[src/design/mf2d_pkg.sv]
// ----------------------------------------------------------------------------
// mf2d_pkg
// Shared constants, register indexes and handshake types of the 2-D median
// filter.
// ----------------------------------------------------------------------------
package mf2d_pkg;

  localparam int MAX_WINDOW_DEF = 5;
  localparam int MAX_WIDTH_DEF  = 1024;
  localparam int PIXEL_BITS_DEF = 8;

  localparam int HEIGHT_LIMIT   = 1024;
  localparam int ROW_BITS       = 10;
  localparam int OUT_FIFO_DEPTH = 8;

  localparam int CFG_IDX_BITS   = 2;
  localparam int CFG_DATA_BITS  = 11;

  typedef enum logic [CFG_IDX_BITS-1:0] {
    CFG_WINDOW_SIZE  = 2'd0,
    CFG_IMAGE_WIDTH  = 2'd1,
    CFG_IMAGE_HEIGHT = 2'd2
  } cfg_idx_t;

  localparam logic [2:0]  WINDOW_SIZE_RST  = 3'd3;
  localparam logic [10:0] IMAGE_WIDTH_RST  = 11'd1024;
  localparam logic [10:0] IMAGE_HEIGHT_RST = 11'd1024;

  // Control travelling with a window through the median pipeline
  typedef struct packed {
    logic valid;
    logic last;
  } res_ctl_t;

endpackage

[src/design/mf2d_median.sv]
// ----------------------------------------------------------------------------
// mf2d_median
// Pipelined rank-select median of the active part of the window: pairwise
// compare, rank by popcount, then one-hot select of the middle rank.
// ----------------------------------------------------------------------------
module mf2d_median #(
  parameter int MAX_WINDOW = mf2d_pkg::MAX_WINDOW_DEF,
  parameter int PIXEL_BITS = mf2d_pkg::PIXEL_BITS_DEF
) (
  input  logic                                    clk,
  input  logic                                    rst_n,
  input  mf2d_pkg::res_ctl_t                      in_ctl,
  input  logic [MAX_WINDOW*MAX_WINDOW*PIXEL_BITS-1:0] win_flat,
  input  logic [$clog2(MAX_WINDOW+1)-1:0]         w_eff,
  output mf2d_pkg::res_ctl_t                      out_ctl,
  output logic [PIXEL_BITS-1:0]                   median
);

  localparam int M  = MAX_WINDOW;
  localparam int N  = M * M;
  localparam int RW = $clog2(N+1);
  localparam int WW = $clog2(M+1);

  logic [PIXEL_BITS-1:0] vals [N];
  logic [N-1:0]          act;
  logic [RW-1:0]         half;
  logic [N-1:0]          bef [N];

  mf2d_pkg::res_ctl_t    ctl_a_r, ctl_b_r, ctl_c_r;
  logic [N-1:0]          bef_a_r [N];
  logic [PIXEL_BITS-1:0] vals_a_r [N];
  logic [PIXEL_BITS-1:0] vals_b_r [N];
  logic [N-1:0]          act_a_r, act_b_r;
  logic [RW-1:0]         half_a_r, half_b_r;
  logic [RW-1:0]         rank_b_r [N];
  logic [N-1:0]          sel;
  logic [PIXEL_BITS-1:0] med_nxt, med_r;

  // Element k*M+col: k lines back, col M-1 is the newest column
  for (genvar k = 0; k < M; k++) begin : g_row
    for (genvar c = 0; c < M; c++) begin : g_col
      assign vals[k*M+c] = win_flat[(k*M+c)*PIXEL_BITS +: PIXEL_BITS];
      assign act[k*M+c]  = (WW'(k) < w_eff) && (WW'(M-1-c) < w_eff);
    end
  end

  assign half = RW'((32'(w_eff) * 32'(w_eff)) >> 1);

  // Ties broken by position so that ranks form a permutation
  always_comb begin
    for (int i = 0; i < N; i++) begin
      for (int j = 0; j < N; j++) begin
        bef[i][j] = act[j] && ((vals[j] < vals[i]) || ((vals[j] == vals[i]) && (j < i)));
      end
    end
  end

  always_comb begin
    med_nxt = '0;
    for (int i = 0; i < N; i++) begin
      sel[i] = act_b_r[i] && (rank_b_r[i] == half_b_r);
      med_nxt = med_nxt | (sel[i] ? vals_b_r[i] : '0);
    end
  end

  always_ff @(posedge clk) begin
    for (int i = 0; i < N; i++) begin
      bef_a_r[i]  <= bef[i];
      vals_a_r[i] <= vals[i];
      vals_b_r[i] <= vals_a_r[i];
      rank_b_r[i] <= RW'($countones(bef_a_r[i]));
    end
    act_a_r  <= act;
    act_b_r  <= act_a_r;
    half_a_r <= half;
    half_b_r <= half_a_r;
    med_r    <= med_nxt;
  end

  always_ff @(posedge clk) begin
    if (!rst_n) begin
      ctl_a_r <= '0;
      ctl_b_r <= '0;
      ctl_c_r <= '0;
    end else begin
      ctl_a_r <= in_ctl;
      ctl_b_r <= ctl_a_r;
      ctl_c_r <= ctl_b_r;
    end
  end

  assign out_ctl = ctl_c_r;
  assign median  = med_r;

`ifndef ASSERT_OFF
  a_one_median: assert property (@(posedge clk) disable iff (!rst_n)
    ctl_b_r.valid |-> $onehot(sel))
    else $error("median select is not one-hot");
`endif

endmodule

[config.mk]
export PLATFORM = sky130hd
export DESIGN_NAME = mf2d_median
export DESIGN_NICKNAME = d
export VERILOG_FILES = /design/src/design/mf2d_pkg.sv /design/src/design/mf2d_median.sv
export SDC_FILE = /design/constraint.sdc
export NUM_CORES = 2
export LEC_CHECK = 0
export BUFFER_PORTS_ARGS = -buffer_cell sky130_fd_sc_hd__clkbuf_2
export CAP_MARGIN = 20
export CORE_ASPECT_RATIO = 0.5
export CORE_MARGIN = 5
export CORE_UTILIZATION = 45
export CTS_CLUSTER_SIZE = 10
export DETAILED_ROUTE_END_ITERATION = 16
export PLACE_DENSITY = 0.59
export SYNTH_ARGS = -nofsm -noshare
export SYNTH_HDL_FRONTEND = slang
export SYNTH_SLANG_ARGS = --single-unit
[constraint.sdc]
create_clock -name clk -period 13.99 [get_ports clk]
set_input_delay 0.6995 -clock clk [delete_from_list [all_inputs] [get_ports clk]]
set_output_delay 0.6995 -clock clk [all_outputs]
set_load 0.03 [all_outputs]
==> metrics <==
largest net degree at the start of global routing 70; Area Growth Syn to Fin 10.5%; largest family of logic cells by synthesized area adder cells; XOR/XNOR Fraction of Synth Area between 1 and 1.5%; hpwl dp roughly 330000 um; port buffer count around 220; Slew headroom 8.93%; non-filler cells, final 13700; Post-Synth Adder-Cell Area 44.5%; worst clock skew 0.0599 ns; CTS tree built; Critical Path End Type flip-flop; Post-synth ARST share 0%; Post-synth EDFFs 0; vias per cell 6.21; Num Clock Sinks 1173; Post-synth top flop dfxtp_1; CP most frequent cell fa_1; post-CTS resize count 0; period utilisation layout 36.9%; ratio of cells with drive above 1 in the final layout 6.30%; Commonest cells post-synth ha_1, inv_1, dfxtp_1; TritonCTS Buffers 140; floorplan row count 122; # Post-CTS Setup Buffers 0; TNS Setup 0 ns; initial antenna violation count 104; Worst VDD drop between 0.0001 and 0.00015 V; initial core utilization 45.2%; Hold Violations, Final 0; clock-pin slew on the worst setup and hold paths 0.06 ns; vias in the first global route 78600; ranking of synthesized cells by area ha_1, dfxtp_1, fa_1, inv_1, nand4_1; met3 WL 70800 um; top-count cell post-synth ha_1; total grt overflow 0; post-synthesis mux area share 0%; Max Cap Violations 0; wire length on met1 185000 um; IO Pins approximately 220; die height 343 um; flops & latches, synth between 1000 and 1500; CTS HTree Levels 4; HP Class input pin to flip-flop; drt wl/cell roughly 34 um; final wirelength 462000 um; Worst path slowest cell fa_1; Setup CP Type flip-flop to flip-flop; crit-path cells fa_1, inv_1, fa_1, fa_1, inv_1, ha_1, fa_1, xnor2_1, fa_1, inv_1, fa_1, fa_1, ha_1, a21o_1, a21oi_1, xor2_1; post-synthesis compound-gate area fraction 12.4%; cts hold-fix bufs 9; Slew Limit Fails 0; GP Congestion 1.01; Die X 676 um; core area roughly 220000 sq um; Slew @ Worst Pin between 1 and 1.5 ns; CP arrival 5.88 ns; post-synth top area cell ha_1; CP Data Required Time 14.71 ns; dpl cells 13500; Cells after Synth 10100; post-synthesis sequential area ratio 23.5%; clk_lat worst skew 0.83 ns; DRC errors left 0; via total after detailed routing 85400; Pwr Density 141 nW/um^2; Post-Syn Area per Cell about 9.8 sq um; first-pass GRT wire length 624000 um; simple-gate share of the synthesized area 13.1%; RSZ-0062 raised after global routing false; outcome finished, final reports clean; CP max FO 2; worst hold margin around 0.045 ns; GRT Util Overall 38.8%; Routed Antenna Nets 0; Worst path max stage delay 0.54 ns; Final #Nets 14200; Mapped Area about 100000 sq um; Die ar. 232000 sq um; drt pass-1 iters 10; Tmin final a little over 5 ns; leakage power total 54.9 nW; WL met2 179000 um; initial DRC count 11800; area share of the largest cell type after synthesis a little over a third; crit start category flip-flop; count of cell types in the netlist 61; Root Driver clkbuf_16; Top Metal Used met5; Max Root-Sink Buffers 3; # setup viols final 0; Ys Warns 0; Max Clock Freq 194 MHz
worst max-delay path, delay by kind of cell, from the launching register on:
family                     cells  cell delay (ns)
DFF                            1             0.31
AOI/OAI and AO/OA              2             0.34
buffers and inverters          3             0.16
xor gates and xnor gates       2             0.32
adders and majority gates      9             3.91
path summary, 6_finish.rpt:
check / startpoint / slack, ns / cells after the start / to
max reg2reg: bef_a_r[0][141] / 8.83 / 16 / rank_b_r[0][29]
min: win_flat[181] / 0.04 / 1 / vals_a_r[2][53]
max: bef_a_r[0][141] / 8.83 / 16 / rank_b_r[0][29]
min reg2reg: vals_a_r[1][12] / 0.31 / 0 / vals_b_r[0][76]
power by group:
group          switching [mW]  internal, mW
combinational            4.83          3.20
clock                    1.53          1.90
sequential              0.219          3.88
layer usage:
layer	global-route usage [%]	vias to the layer above
li1	-	37200
met1	50.5	41300
met2	53.9	5592
met3	17.2	1221
met4	19.6	47
met5	0	-
cell usage in the layout, fill, tap and decap left out, types with 7 or more instances in the layout:
cell type / n
ha_1: 2805
inv_1: 1211
dfxtp_1: 1169
a21oi_1: 613
nand4_1: 548
o21ai_0: 548
nor2b_1: 489
fa_1: 470
nor2_1: 391
and2_1: 291
o21a_1: 262
buf_4: 240
nand2b_1: 236
o22a_1: 224
clkbuf_2: 214
a21o_1: 193
clkbuf_16: 141
and3_1: 74
xnor2_1: 72
xor2_1: 71
nand3_1: 65
and4_1: 65
diode_2: 49
nand2_1: 42
o22ai_1: 42
a22oi_1: 28
nor3_1: 17
a32oi_1: 14
inv_2: 12
a2111oi_0: 11
a211oi_1: 10
clkbuf_1: 10
a222oi_1: 9
dlygate4sd3_1: 9
clkinv_1: 7
clkbuf_8: 7
cell families (layout without fill, tap and decap cells):
group                    count (synthesis)  in the layout
AO/OA/AOI/OAI                         1988           1988
XOR/XNOR                               149            149
adder cells (fa/ha/maj)               3275           3275
buffers and inverters                 1315           1879
flip-flops                            1173           1173
other                                    2             53
AND/OR/NAND/NOR                       2246           2246
metrics by stage:
step	power [mW]	util, %	worst slack, ns	instance area [sq um]
6_report	15.6	50.0	8.83	110000
5_1_grt	16.8	49.9	8.66	110000
4_1_cts	15.3	49.9	8.83	110000
3_5_place_dp	11.9	48.0	8.87	106000
3_3_place_gp	11.7	48.0	8.88	106000
2_1_floorplan	9.32	-	9.07	99900
area by class of cell:
cell class	count	area, sq um
timing repair buffer	468	3020
sequential	1173	23500
multi-input combinational	7662	71400
inverter	1232	4630
tap	2976	3720
clock buffer	158	3660
clock inverter	21	372
antenna	49	123
fill	20500	111000
flip-flops by register name, summed over array words and instances, names as in the netlist, 4 cells and up:
| signal | count |
|---|---|
| median | 8 |
| act_b_r | 13 |
| act_a_r | 13 |
| half_b_r | 4 |
| vals_b_r | 200 |
| rank_b_r | 125 |
| half_a_r | 4 |
| vals_a_r | 200 |
| bef_a_r | 600 |
No activity file was read; power rests on OpenSTA's default activity.
