--- src/design/mf2d_fifo.sv ---
// ----------------------------------------------------------------------------
// mf2d_fifo
// Small register FIFO that buffers finished results in front of the output
// channel and reports its fill level for credit-based input flow control.
// ----------------------------------------------------------------------------
module mf2d_fifo #(
  parameter int WIDTH = 9,
  parameter int DEPTH = 8
) (
  input  logic                       clk,
  input  logic                       rst_n,
  input  logic                       push,
  input  logic [WIDTH-1:0]           push_data,
  input  logic                       pop,
  output logic [WIDTH-1:0]           head_data,
  output logic                       not_empty,
  output logic [$clog2(DEPTH+1)-1:0] count
);

  localparam int PW = $clog2(DEPTH);
  localparam int CW = $clog2(DEPTH+1);

  logic [WIDTH-1:0] mem_r [DEPTH];
  logic [PW-1:0]    wr_ptr_r, rd_ptr_r;
  logic [CW-1:0]    count_r;
  logic             do_pop;

  assign do_pop    = pop && (count_r != '0);
  assign head_data = mem_r[rd_ptr_r];
  assign not_empty = (count_r != '0);
  assign count     = count_r;

  always_ff @(posedge clk) begin
    if (push) begin
      mem_r[wr_ptr_r] <= push_data;
    end
  end

  always_ff @(posedge clk) begin
    if (!rst_n) begin
      wr_ptr_r <= '0;
      rd_ptr_r <= '0;
      count_r  <= '0;
    end else begin
      if (push) begin
        wr_ptr_r <= (wr_ptr_r == PW'(DEPTH-1)) ? '0 : wr_ptr_r + 1'b1;
      end
      if (do_pop) begin
        rd_ptr_r <= (rd_ptr_r == PW'(DEPTH-1)) ? '0 : rd_ptr_r + 1'b1;
      end
      if (push && !do_pop) begin
        count_r <= count_r + 1'b1;
      end else if (!push && do_pop) begin
        count_r <= count_r - 1'b1;
      end
    end
  end

`ifndef ASSERT_OFF
  a_no_overflow: assert property (@(posedge clk) disable iff (!rst_n)
    push |-> (count_r != CW'(DEPTH)) || do_pop)
    else $error("result buffer written while full");
`endif

endmodule

--- config.mk ---
export PLATFORM = sky130hd
export DESIGN_NAME = mf2d_fifo
export DESIGN_NICKNAME = d
export VERILOG_FILES = /design/src/design/mf2d_fifo.sv
export SDC_FILE = /design/constraint.sdc
export NUM_CORES = 1
export LEC_CHECK = 0
export ABC_CLOCK_PERIOD_IN_PS = 3100
export BUFFER_PORTS_ARGS = -buffer_cell sky130_fd_sc_hd__buf_4
export CORE_MARGIN = 10
export CORE_UTILIZATION = 59
export DETAILED_ROUTE_END_ITERATION = 16
export PLACE_DENSITY = 0.88
export SLEW_MARGIN = 25
export SYNTH_ARGS = -nofsm -noshare
export SYNTH_HDL_FRONTEND = slang
export SYNTH_SLANG_ARGS = --single-unit
--- constraint.sdc ---
create_clock -name clk -period 3.1 [get_ports clk]
set_clock_uncertainty 0.15 [all_clocks]
set_input_delay 0.62 -clock clk [delete_from_list [all_inputs] [get_ports clk]]
set_output_delay 0.62 -clock clk [all_outputs]
set_load 0.01 [all_outputs]
==> summary by stage, run 1 <==
Status
The run finished with clean final reports.

Routing
For this block, the routed nets add up to 6120 um of wire. The average wire per standard cell is 20.8 um. The first detailed-routing pass ran for 4 iterations. The first routing iteration left 98 violations. The remaining number of nets flagged by the antenna check after routing is 0. The via-per-instance ratio is 5.91. The number of DRC violations after detailed routing is 0. The overall via count from detail_route is 1738.

STA
Based on the critical path, the design can be clocked at up to 0.360 GHz. The clock period minus final worst setup slack is 2780 ps. The final hold violation count is 0. The setup TNS after final layout is 0 ps. The final number of max-transition violations is 0. Hold timing on the final database bottoms out at a slack of 354 ps. The transition at the pin with the smallest max-transition slack is 534 ps. The worst-case headroom to the max-slew limit is 0.643. Setup repair after global routing left no endpoint under its margin. Of the available clock period, the critical path in the final layout requires 0.896. The final setup violation count is 0.

Setup path
The type of destination of the critical path is an output port. STA classifies the critical path startpoint as a register. The data arrival time of the critical path is 2010 ps. The worst reg2reg path startpoint is count[1]$_SDFFE_PN0P_. At the worst endpoint, the required time is 2330 ps. The largest fanout on the critical path is 18. The critical path start-end classification is reg2out.

Yosys
A synthesized cell averages 19.4 um^2. In this run, synthesis produced a sequential element count of 85. The cell area after synthesis is 3440 um^2. The post-synthesis net count is 198. By area the synthesized netlist is led by sky130_fd_sc_hd__edfxtp_1 (63%), sky130_fd_sc_hd__mux4_1 (14%), sky130_fd_sc_hd__dfxtp_1 (7.6%). The sequential-to-total area share from yosys stat is 0.704. The count of flip-flops with a built-in enable after synthesis is 72. The biggest area consumer among synthesized cells is sky130_fd_sc_hd__edfxtp_1.

The count of different cell masters after synthesis is 30. The number of warnings reported in the yosys synthesis log is 0. The share of synthesized area in the top cell type comes to 0.628.

The most used flip-flop cell after synthesis is sky130_fd_sc_hd__edfxtp_1. Synthesis handed over a netlist of 177 instances. After synthesis, the share of flip-flops with an asynchronous set or reset is 0.

Clocking
The clock sink count is 85. After clock tree synthesis, the clock-pin slew on the worst setup and hold paths is 80 ps. The TritonCTS buffer count is 9. The clock latency on the worst-skew pair is 340 ps. The maximum buffer depth of the clock tree is 2. The root cell of the clock tree is sky130_fd_sc_hd__clkbuf_8. Post-CTS repair changed the size of 0 cells. After clock tree synthesis, the flow added hold-fix buffers numbering 0. Buffers added to address setup during post-CTS repair amount to 0. The depth of the CTS H-tree is 3. The CTS tree is built.

Pwr
The worst supply voltage drop on vdd is 0.604 mV. The power density relative to cell area is 727 nW/um^2. Summed over all cells, the static leakage comes to 1.41 nW.

Global routing
The number of antenna violations at the first check in global routing is 0. The pin count of the biggest net entering global routing is 19. The number of global-route vias before repair came to 1848. The overall routing resource usage is 0.144.

The first global-routing pass estimated 9800 um of wire. The total global routing overflow is 0.

Placement
The half-perimeter wire length after detailed placement is 3890 um. Input and output buffers added on the ports amount to 26. The placer congestion estimate is 0.792.

Floorplanning
The I/O pin count is 27. The starting utilization of the core area is 0.617. The region available for standard cell placement spans 5570 um^2.

The full die area is 9290 um^2. The die is 96.4 um tall. In this run the horizontal extent of the chip is 96.4 um.

The number of placement rows is 27.

Finish
The repair_antennas step left the layout with diodes totalling 0. Compared with the post-synthesis result, the final layout area differs by 15.9%. Of the cells placed in the final design, the portion with a size suffix greater than 1 is 0.275. At the end of the flow, the number of nets in the layout was 238.

Run
The number of maximum-capacitance violations is 0.

Worst hold path
The worst hold path belongs to the class in2reg. In this run the most critical hold path is launched from push_data[3].
synthesized netlist by cell type, types with 2 or more instances:
cell type / instances
sky130_fd_sc_hd__a21boi_0: 3
sky130_fd_sc_hd__and2_1: 4
sky130_fd_sc_hd__clkbuf_1: 3
sky130_fd_sc_hd__dfxtp_1: 13
sky130_fd_sc_hd__edfxtp_1: 72
sky130_fd_sc_hd__ha_1: 7
sky130_fd_sc_hd__inv_1: 2
sky130_fd_sc_hd__mux2_2: 9
sky130_fd_sc_hd__mux2i_1: 3
sky130_fd_sc_hd__mux4_1: 18
sky130_fd_sc_hd__nand2_1: 10
sky130_fd_sc_hd__nand2b_1: 4
sky130_fd_sc_hd__nand3_1: 2
sky130_fd_sc_hd__nor2_1: 7
sky130_fd_sc_hd__nor2b_1: 2
sky130_fd_sc_hd__nor3_1: 2
sky130_fd_sc_hd__o21ai_0: 2
sky130_fd_sc_hd__xnor2_1: 2
registers in the layout, summed over array words and instances, names as in the netlist, named ones only:
signal and flops:
count 4, rd_ptr_r 3, wr_ptr_r 3, mem_r 72
worst max-delay path, cell delays in order, from the launching register on:
cell and delay (ps):
sky130_fd_sc_hd__dfxtp_1 310, sky130_fd_sc_hd__buf_4 300, sky130_fd_sc_hd__mux4_1 600, sky130_fd_sc_hd__mux2_2 290
sky130_fd_sc_hd__buf_4 150
final cells by class:
class,instances,area [um^2]
repair buffers,36,270
multi-input cells,83,960
fillers,336,1590
inverters,2,7.51
well taps,72,90.1
clock inverters,6,111
clock buffers,10,128
flip-flops and latches,85,2420
layout by cell type (no fill, tap or decap), types with 2 or more instances in the layout:
| cell | count |
|---|---|
| sky130_fd_sc_hd__ha_1 | 7 |
| sky130_fd_sc_hd__and2_1 | 4 |
| sky130_fd_sc_hd__xnor2_1 | 2 |
| sky130_fd_sc_hd__nor2b_1 | 2 |
| sky130_fd_sc_hd__nand3_1 | 2 |
| sky130_fd_sc_hd__inv_1 | 2 |
| sky130_fd_sc_hd__mux2_2 | 9 |
| sky130_fd_sc_hd__edfxtp_1 | 72 |
| sky130_fd_sc_hd__nand2_1 | 10 |
| sky130_fd_sc_hd__a21boi_0 | 3 |
| sky130_fd_sc_hd__mux2i_1 | 3 |
| sky130_fd_sc_hd__mux4_1 | 18 |
| sky130_fd_sc_hd__nand2b_1 | 4 |
| sky130_fd_sc_hd__clkbuf_8 | 9 |
| sky130_fd_sc_hd__nor2_1 | 7 |
| sky130_fd_sc_hd__dfxtp_1 | 13 |
| sky130_fd_sc_hd__buf_4 | 36 |
| sky130_fd_sc_hd__bufinv_16 | 3 |
| sky130_fd_sc_hd__nor3_1 | 2 |
| sky130_fd_sc_hd__o21ai_0 | 2 |
where the power goes:
group	switching [mW]	internal, mW
Clock	0.377	0.535
Combinational	0.292	0.348
Sequential	0.0489	1.30
Total	0.719	2.18
per-stage QoR:
| stage | power [mW] | area, um^2 | worst slack [ps] | utilization | std cells |
|---|---|---|---|---|---|
| CTS | 2.92 | 3990 | 301 | 0.716 | 294 |
| finish | 2.90 | 3990 | 321 | 0.716 | 294 |
| global placement | 1.99 | 3750 | 597 | 0.673 | 278 |
| detailed placement | 2.01 | 3750 | 487 | 0.673 | 278 |
| floorplan | 1.80 | 3440 | 610 | - | 177 |
| global route | 3.03 | 3990 | 241 | 0.716 | 294 |
layer usage:
layer	part of all wire	track usage
met1	0.41	0.169
met2	0.52	0.244
met3	0.058	0.0405
met4	0.016	0.0605
met5	0	0
logic make-up after synthesis:
family                   Yosys count  synth area share
AND/OR/NAND/NOR                   34            0.0502
buffers and inverters              9            0.0171
multiplexers                      30             0.176
adder cells (fa/ha/maj)            8            0.0313
XOR/XNOR                           2           0.00509
flip-flops                        85             0.704
AO/OA/AOI/OAI                      9            0.0167
path summary, 6_finish.rpt:
path	cells after the start	to	slack (ps)
setup / recovery	4	head_data[5]	320
hold / removal	1	mem_r[2][3]$_DFFE_PP_	350
setup reg to reg	9	count[3]$_SDFFE_PN0P_	400
hold reg to reg	2	count[3]$_SDFFE_PN0P_	360
No activity file was read; power rests on OpenSTA's default activity.
==> run 2, diff against run 1 <==
- CORE_UTILIZATION: 59 -> 50
- CTS_CLUSTER_DIAMETER: default -> 200
- PLACE_DENSITY: 0.88 -> 0.77
==> run 2 against run 1 <==
- sequential share of layout area down 0.21 points
- final area up 0.34%
- critical endpoint is now head_data[1]
- highest routed layer unchanged
- largest cell class unchanged
- non-clock buffer count up 1
- die area up 14%
- fmax up 1.2%
==> summary by stage, run 2 (synthesis results as in run 1) <==
Status
The run finished with clean final reports.

Global routing
The overall routing resource usage is 0.119 (-0.0253). The number of antenna violations at the first check in global routing came to 0 (unchanged). The number of global-route vias before repair came to 1720 (-6.9%). The wire length of the first global-routing pass is 9040 um (-7.8%). The pin count of the biggest net entering global routing is 19 (unchanged). The total global routing overflow is 0 (unchanged).

Routing
The number of DRC violations after detailed routing is 0 (unchanged). The average wire per standard cell is 18.9 um (-9.2%). The overall routed net length is 5700 um (-6.8%). The total iterations of the first detailed-routing run is 4 (unchanged).

The via-per-instance ratio is 5.58 (-5.6%). The DRC violation total after the first TritonRoute iteration is 60 (-39%). The remaining number of nets flagged by the antenna check after routing is 0 (unchanged). The overall via count from detail_route came to 1685 (-3.0%).

Finish
The footprint of the multi-input gates is 960 um^2 (unchanged). The fraction of layout instances using a drive strength above 1 is 0.279 (+0.00450). The library cells used most frequently in the layout, excluding fill and tap cells, are sky130_fd_sc_hd__edfxtp_1 (72), sky130_fd_sc_hd__buf_4 (37), sky130_fd_sc_hd__mux4_1 (18).

The antenna diode count is 0 (unchanged). The post-route standard cell area excluding fillers is 4000 um^2 (+0.34%). Leaving out fill and tap cells, the most frequent cell in the layout is sky130_fd_sc_hd__edfxtp_1. The final cell count without fillers came to 302 (+2.7%). The sequential cell area is 2420 um^2 (unchanged).

The count of nets after finishing was 239 (+0.42%). The area growth from synthesis to layout is 16.3%. The register with the most flip-flops in the final layout is mem_r.

The number of flip-flops under the largest register name is 72 (unchanged). The total of fill cells in the finished design is 502 (+49%).

Pwr
The worst supply voltage drop on vdd is 0.419 mV (-31%). The power density relative to cell area came to 718 nW/um^2 (-1.2%). The static power due to leakage is 1.42 nW (+0.32%).

Setup path
The type of destination of the critical path is an output port. The required time of the worst setup path is 2330 ps (about the same). The data arrival time of the critical path is 1980 ps (-30 ps).

The kind of launch point of the worst setup path is a register. The critical path start-end classification is reg2out. The largest fanout on the critical path was 18 (unchanged).

Floorplanning
The starting utilization of the core area is 0.509 (-0.108). The number of placement rows was 30 (+11%). The placeable core area is 6760 um^2 (+21%). The overall die width is 103 um (+6.8%). The die extent in y was 103 um (+6.8%). The full die area is 10600 um^2 (+14%).

The I/O pin count came to 27 (unchanged).

Clocking
The quantity of gates resized following cts is 0 (unchanged). The tree is rooted in a sky130_fd_sc_hd__clkbuf_8. The hold buffer count at cts is 0 (unchanged).

The clock latency on the worst-skew pair is 350 ps (about the same). The post-CTS clock slew at the launch and capture registers of the worst setup and hold paths is 80 ps (about the same). The maximum buffer depth of the clock tree came to 2 (unchanged). The TritonCTS buffer count is 9 (unchanged). The depth of the CTS H-tree is 3 (unchanged). TritonCTS built the clock tree. The clock sink count is 85 (unchanged). The number of post-CTS setup repair buffers was 0 (unchanged).

STA
The final number of max-transition violations was 0 (unchanged). The final hold violation count is 0 (unchanged). The ratio of final minimum period to clock period is 0.886 (-0.0106).

The worst path setup slack after routing is 354 ps (+32.7 ps). The highest clock frequency the design can meet is 0.364 GHz (+1.2%). The setup TNS after final layout is 0 ps (unchanged). Setup repair after global routing left no endpoint under its margin. The clock period minus final worst setup slack is 2750 ps (-32.7 ps).

The final setup violation count is 0 (unchanged). The worst-case headroom to the max-slew limit is 0.681 (+0.0379). The transition at the pin with the smallest max-transition slack is 479 ps (-55.5 ps).

Placement
The half-perimeter wire length after detailed placement is 3660 um (-6.1%). The pre-CTS setup slack was 528 ps (+41.4 ps). The total placed cells including tap cells came to 287 (+3.2%). The count of buffers inserted at the top-level ports is 26 (unchanged). The placement-stage cell area is 3770 um^2 (+0.47%). The placer congestion estimate came to 0.713 (-10%).

Worst hold path
In this run the worst hold path is classified as in2reg.

Run
The number of maximum-capacitance violations came to 0 (unchanged).
[run 2: layer usage]
metal	global-route usage	wire (um)
met1	0.136	2390
met2	0.195	2930
met3	0.0456	283
met4	0.0513	99
met5	0	0
[run 2: area by class of cell]
cell class / instances / area share
Tap cell: 80 / 0.0250
Clock buffer: 9 / 0.0309
Multi-Input combinational cell: 83 / 0.240
Clock inverter: 6 / 0.0278
Timing Repair Buffer: 37 / 0.0694
Inverter: 2 / 0.00188
Sequential cell: 85 / 0.605
[run 2: critical path, cell delays in order, from the launching register on]
cell and delay [ps]:
sky130_fd_sc_hd__dfxtp_1 320, sky130_fd_sc_hd__buf_4 280, sky130_fd_sc_hd__mux4_1 590, sky130_fd_sc_hd__mux2_2 290, sky130_fd_sc_hd__buf_4 150
[run 2: stage by stage]
stage | hold WS [ps] | util | power (mW)
final | 350 | 0.592 | 2.87
after global routing | 330 | 0.592 | 3.02
after CTS | 335 | 0.592 | 2.91
after detailed placement | 342 | 0.558 | 2.01
after global placement | 331 | 0.558 | 2.00
after floorplan | 314 | - | 1.80
[run 2: worst paths after layout]
| kind | from | endpoint | slack, ps | depth (start not counted) |
|---|---|---|---|---|
| worst max-delay path | register | head_data[1] | 350 | 4 |
| worst min-delay path | push_data[5] | mem_r[7][5]$_DFFE_PP_ | 350 | 1 |
| worst max register to register | count[1]$_SDFFE_PN0P_ | count[3]$_SDFFE_PN0P_ | 480 | 9 |
| worst min register to register | count[3]$_SDFFE_PN0P_ | count[3]$_SDFFE_PN0P_ | 360 | 2 |
[run 2: power by group]
group	internal, mW	switching (mW)
Combinational	0.347	0.275
Clock	0.532	0.369
Sequential	1.30	0.0537
